$ cat config.mk
export PLATFORM = sky130hd
export DESIGN_NAME = iat_div
export DESIGN_NICKNAME = d
export VERILOG_FILES = /design/src/iat_pkg.sv /design/src/iat_div.sv
export SDC_FILE = /design/constraint.sdc
export NUM_CORES = 1
export LEC_CHECK = 0
export BUFFER_PORTS_ARGS = -buffer_cell sky130_fd_sc_hd__buf_2
export CAP_MARGIN = 20
export CORE_ASPECT_RATIO = 0.6
export CORE_MARGIN = 5
export CORE_UTILIZATION = 53
export DETAILED_ROUTE_END_ITERATION = 8
export PLACE_DENSITY_LB_ADDON = 0.2
export REMOVE_ABC_BUFFERS = 1
export SLEW_MARGIN = 15
export SYNTH_ARGS = -nofsm -noshare
export SYNTH_HDL_FRONTEND = slang
export SYNTH_SLANG_ARGS = --single-unit
$ cat constraint.sdc
create_clock -name clk -period 3.2 [get_ports clk]
set_input_delay 0.16 -clock clk [delete_from_list [all_inputs] [get_ports clk]]
set_output_delay 0.16 -clock clk [all_outputs]
set_load 0.005 [all_outputs]
$ cat src/iat_pkg.sv
package iat_pkg;

  // Command codes carried in the low bits of an input item
  localparam logic [1:0] CMD_STORE = 2'd0;
  localparam logic [1:0] CMD_CLEAR = 2'd1;
  localparam logic [1:0] CMD_QUERY = 2'd2;

  // Stream widths, padded to whole bytes
  localparam int IN_W  = 88;
  localparam int OUT_W = 72;

  // Output item layout
  localparam int OUT_USED = 65;

endpackage

$ cat src/iat_div.sv
// Unsigned restoring divider, one quotient bit per cycle.
module iat_div #(
  parameter int NW = 54,
  parameter int VW = 16
) (
  input  logic          clk,
  input  logic          rst_n,
  input  logic          start,
  input  logic [NW-1:0] dividend,
  input  logic [VW-1:0] divisor,
  output logic          done,
  output logic [NW-1:0] quotient
);
  import iat_pkg::*;

  localparam int CW = $clog2(NW + 1);

  logic [VW-1:0] rem_r;
  logic [NW-1:0] quo_r;
  logic [VW-1:0] den_r;
  logic [CW-1:0] cnt_r;
  logic          busy_r;
  logic          done_r;

  logic [VW:0]   shift_rem;
  logic [VW:0]   trial;
  logic          take;

  // Shift in the next dividend bit and try a subtract
  always_comb begin
    shift_rem = {rem_r, quo_r[NW-1]};
    trial     = shift_rem - {1'b0, den_r};
    take      = (shift_rem >= {1'b0, den_r});
  end

  always_ff @(posedge clk) begin
    if (!rst_n) begin
      busy_r <= 1'b0;
      done_r <= 1'b0;
      cnt_r  <= '0;
    end else begin
      done_r <= 1'b0;
      if (start) begin
        busy_r <= 1'b1;
        cnt_r  <= CW'(NW);
        rem_r  <= '0;
        quo_r  <= dividend;
        den_r  <= divisor;
      end else if (busy_r) begin
        rem_r <= take ? trial[VW-1:0] : shift_rem[VW-1:0];
        quo_r <= {quo_r[NW-2:0], take};
        cnt_r <= cnt_r - CW'(1);
        if (cnt_r == CW'(1)) begin
          busy_r <= 1'b0;
          done_r <= 1'b1;
        end
      end
    end
  end

  assign done     = done_r;
  assign quotient = quo_r;

endmodule

-- Yosys cells after proc, flatten, opt, wreduce, memory -nomap -nowiden
Cells that the tools add are included.
- flip-flop bits (word level): 94
- output and inout bits: 55
- logic and storage cells: 28
- $add $sub $neg: 2
- $lt $le $gt $ge: 1
- equal/unequal tests: 1
- mux-type cells: 10
- bitwise gates (word level): 2
- reduce and logical (&&, ||, !) cells: 5
- operators with widths (kind ; count):
    $mux W54 ; 2
    $mux W16 ; 2
    $ge A17 B16 Y1 ; 1
    $sub A16 B16 Y16 ; 1
    $mux W6 ; 2
    $eq A6 B1 Y1 const B ; 1
    $sub A6 B1 Y6 const B ; 1
    $mux W1 ; 4
    $reduce_and A2 Y1 ; 2
    $reduce_or A3 Y1 ; 1
    $not A1 Y1 ; 2
    $reduce_bool A2 Y1 ; 1
    $reduce_or A2 Y1 ; 1

-- Depth between registers and ports, before layout
- depth after elaboration: 4
- depth in mapped cells: 10
- gate-level depth less buffers: 9

-- Least setup slack after synthesis
OpenSTA, ideal clock, no wires.
- path kind: input to register
- start point: in start
- end point: reg quo_r[0] (netlist: quotient[0]) (enable)
- data arrival time: 2.292 ns
- slack: 0.474 ns
- cell stages on the path: 3
- path buffers: 2
- cell sequence: clkbuf_1 -> clkbuf_1 -> o21a_1
- cells in the longest elaborated chain, start to end: 2
- ends and longest elaborated chain (element ; RTL line ; RTL):
    start: declaration ; iat_div.sv:8 ; input logic start,
    $reduce_bool A2 Y1 (no source line) ; n/a ;
    $reduce_and A2 Y1 (no source line) ; n/a ;
    end signal: assignment ; iat_div.sv:47 ; quo_r <= dividend;
    end signal: assignment ; iat_div.sv:51 ; quo_r <= {quo_r[NW-2:0], take};
    end: declaration ; iat_div.sv:19 ; logic [NW-1:0] quo_r;
Every way passes these cells.
A chain may end at the register's enable or synchronous reset.

-- Final worst setup path
- start point: reg rem_r[5]
- end point: reg rem_r[11], data pin
- cells in the longest elaborated chain, start to end: 3
- elaborated cells on any way between the ends: 4
- classes of those cells: 1 x add/sub; 1 x order compare; 2 x mux
- ends and longest elaborated chain (element ; RTL line ; RTL):
    start: declaration ; iat_div.sv:18 ; logic [VW-1:0] rem_r;
    start signal: assignment ; iat_div.sv:50 ; rem_r <= take ? trial[VW-1:0] : shift_rem[VW-1:0];
    $sub A16 B16 Y16 / $ge A17 B16 Y1 (equally long branches) ; iat_div.sv:32, iat_div.sv:33 ;
    $mux W16 (*) ; iat_div.sv:50 ;
    $mux W16 (*) ; iat_div.sv:49 ; end else if (busy_r) begin
Every way passes the cells marked *; elsewhere a longest branch is shown, timed or not. The select of a mux whose other input is x is not followed.

==> impl_metrics.ini <==
[status]
status = completed

[finish]
fill_cells = 631
regArea_um2 = 2740
drive_above_1_share_pct = 40.3
area_growth_pct = 25.5
nNetsFinal = 605
fin_area_um2 = 6030
multi_input_area_um2 = 1910
num_antenna_cells = 0

[routing]
wirelength_um = 11500
vias = 3558
drtIter0Drc = 268
via_per_inst = 5.65
routedWlPerCell_um = 18.2
first_pass_iters = 5
drc_errors = 0
detail-route-antenna-nets = 0

[flow_run]
cap_viol_max_count = 0

[synthesis]
synth_top_cells_by_area = edfxtp_1 (54%), mux2_2 (13%), ha_1 (4.7%)
syn_area_um2 = 4810
synthTopCellsByCount = edfxtp_1 (86), mux2_2 (54), inv_1 (25)
async_flop_share_pct = 0
synthCells = 369
synth_cell_types = 57
synth_seq_cells = 94
yosysMostFrequentCell = edfxtp_1
synth-edff-count = 86
yosysWarningCount = 0
synthFlopType = edfxtp_1
synth_top_area_share_pct = 53.7
ys_seq_area_share_pct = 57.1
synth_area_per_cell_um2 = 13.0
yosysTopAreaCell = edfxtp_1

[grt]
grt_pass1_wl_um = 18500
antenna_found_initial = 0
grt_pass1_vias = 3596
grt_overflow = 0
grt.total_usage_pct = 21.1
grt_max_degree = 51

[clock_tree]
cts_tree = yes
htree_num_levels = 3
cts_sinks = 94
clockBufferDepth = 2
worstSkewPairLatency_ns = 0.35
numCtsBuffers = 9
postCtsSetupRepairBufs = 0
clk_pin_slew_ns = 0.07
cts-root-buf = clkbuf_16

[power]
pwr-share-clk_pct = 33.9
p_int_mw = 2.41
switching_share_pct = 26.1
p_per_area_nw_per_um2 = 542
peakVddDrop_uv = 356
p_leak_nw = 2.52
power_frac_seq_pct = 46.1
combPwrFrac_pct = 20.0
p_switching_mw = 0.854

[placed_design]
portBuffers = 127
place_area_um2 = 5560
hpwlAfterDp_um = 8210
place.gp.congestion = 0.927
dpl_worst_slack_ns = 0.465

[critical_path]
arrival_ns = 2.89
cp_slowest_cell = o31a_1
rrSetupSlack_ns = 0.39
crit_required_ns = 3.28
timing.rr.end = rem_r[11]
max_stage_delay_ns = 0.52
r2r-start = rem_r[5]
r2r.worst_path.cells = 7
worstSetupEndpointType = flip-flop
start_kind = flip-flop
path_class = reg -> reg
crit_chain = ha_1, a21oi_1, o21ai_0, a221o_1, o31a_1, o21ai_1, o22ai_1
critPathTopFamily = compound AO/OA/AOI/OAI gates
critPathBufInv = 0
crit_cells = 7
crit_fanout = 12

[hold_path]
whs_path_depth = 2
whs_endpoint = quotient[30]
worstHoldStart = dividend[30]
hold_path.class = in -> reg

[timing]
worst_slack_ns = 0.390
min_period_ns = 2.81
finalHoldViolCount = 0
max_freq_mhz = 356
slew_violations = 0
finalSetupTns_ns = 0
setup_viol = 0
final.period_utilization_pct = 87.8
rsz0062_at_grt = no
slew-limit-headroom_pct = 44.2
finalClockSkew_ns = 0.0103
worstMarginPinSlew_ns = 0.836

[die]
die_h_um = 83.8
dieArea_um2 = 11100
ios = 128
die_w_um = 133
start_util_pct = 55.3
num_rows = 26
core-area_um2 = 8690
-- power by group through the flow --
stage          clock network [mW]  logic [mW]  registers (mW)
4_1_cts                      1.13       0.646            1.51
3_5_place_dp                    0       0.626            1.53
2_1_floorplan                   0       0.401            1.53
5_1_grt                      1.19       0.716            1.52
3_3_place_gp                    0       0.615            1.53
6_report                     1.11       0.652            1.51
-- kinds of logic after synthesis --
kind of cell             Yosys count  share of synthesized area, %
flip-flops                        94                          57.1
AO/OA/AOI/OAI                     79                          11.5
AND/OR/NAND/NOR                   68                          7.44
multiplexers                      57                          13.3
buffers and inverters             39                          3.31
adder cells (fa/ha/maj)           19                          5.10
XOR/XNOR                          13                          2.37
-- layout by cell type (no fill, tap or decap), types with 4 or more instances in the layout --
| cell | count |
|---|---|
| buf_2 | 127 |
| edfxtp_1 | 86 |
| mux2_2 | 54 |
| inv_1 | 25 |
| a21oi_1 | 18 |
| ha_1 | 18 |
| dlygate4sd3_1 | 16 |
| nor2_1 | 15 |
| nand3_1 | 12 |
| o21ai_0 | 11 |
| nand2_1 | 10 |
| clkbuf_16 | 9 |
| a21boi_0 | 8 |
| dfxtp_1 | 8 |
| a21o_1 | 7 |
| nor3_1 | 7 |
| xor2_1 | 7 |
| xnor2_1 | 6 |
| o22ai_1 | 6 |
| and3_1 | 5 |
| a211oi_1 | 4 |
| nor2b_1 | 4 |
-- layer usage --
layer,track usage [%],part of all wire [%],wire length [µm]
met3,8.86,11,1290
met5,0,0,0
met2,29.8,42,4840
met1,29.9,45,5180
met4,5.66,1.4,165
-- worst register-to-register path, stage by stage, from the launching register on --
cell	delay (ns)
edfxtp_1	0.40
ha_1	0.42
a21oi_1	0.15
o21ai_0	0.19
a221o_1	0.47
o31a_1	0.52
o21ai_1	0.28
o22ai_1	0.12
-- what timing repair did --
item                                   CTS  global route
endpoints found under the hold margin   16             0
resized for setup                        0             0
hold buffers                            16             0
-- per-stage QoR --
stage | hold WS [ns] | std cells | total power, mW | util [%]
after floorplan | 0.259 | 355 | 1.93 | -
after global placement | 0.338 | 598 | 2.14 | 64.0
after detailed placement | 0.339 | 598 | 2.16 | 64.0
after CTS | 0.101 | 630 | 3.29 | 69.5
after global routing | 0.104 | 630 | 3.42 | 69.5
final | 0.112 | 630 | 3.27 | 69.5
-- final cells by class --
| cell class | instances | share of cell area, % |
|---|---|---|
| Clock buffer | 12 | 4.25 |
| Multi-Input combinational cell | 236 | 31.6 |
| Clock inverter | 4 | 0.912 |
| Inverter | 25 | 1.56 |
| Timing Repair Buffer | 147 | 13.9 |
| Tap cell | 112 | 2.32 |
| Sequential cell | 94 | 45.5 |
-- worst max path at each step --
stage / start / end / slack [ns]
2_1_floorplan: rem_r[9] / quotient[0] / 0.57
3_3_place_gp: rem_r[11] / rem_r[12] / 0.54
3_5_place_dp: rem_r[5] / rem_r[11] / 0.46
4_1_cts: rem_r[5] / rem_r[11] / 0.45
5_1_grt: rem_r[6] / rem_r[11] / 0.22
6_report: rem_r[5] / rem_r[11] / 0.39
-- registers in the layout (all words and copies together) (netlist names) --
name	count
cnt_r	6
quotient	54
busy_r	1
done	1
rem_r	16
den_r	16
(Power assumes the default switching activity.)
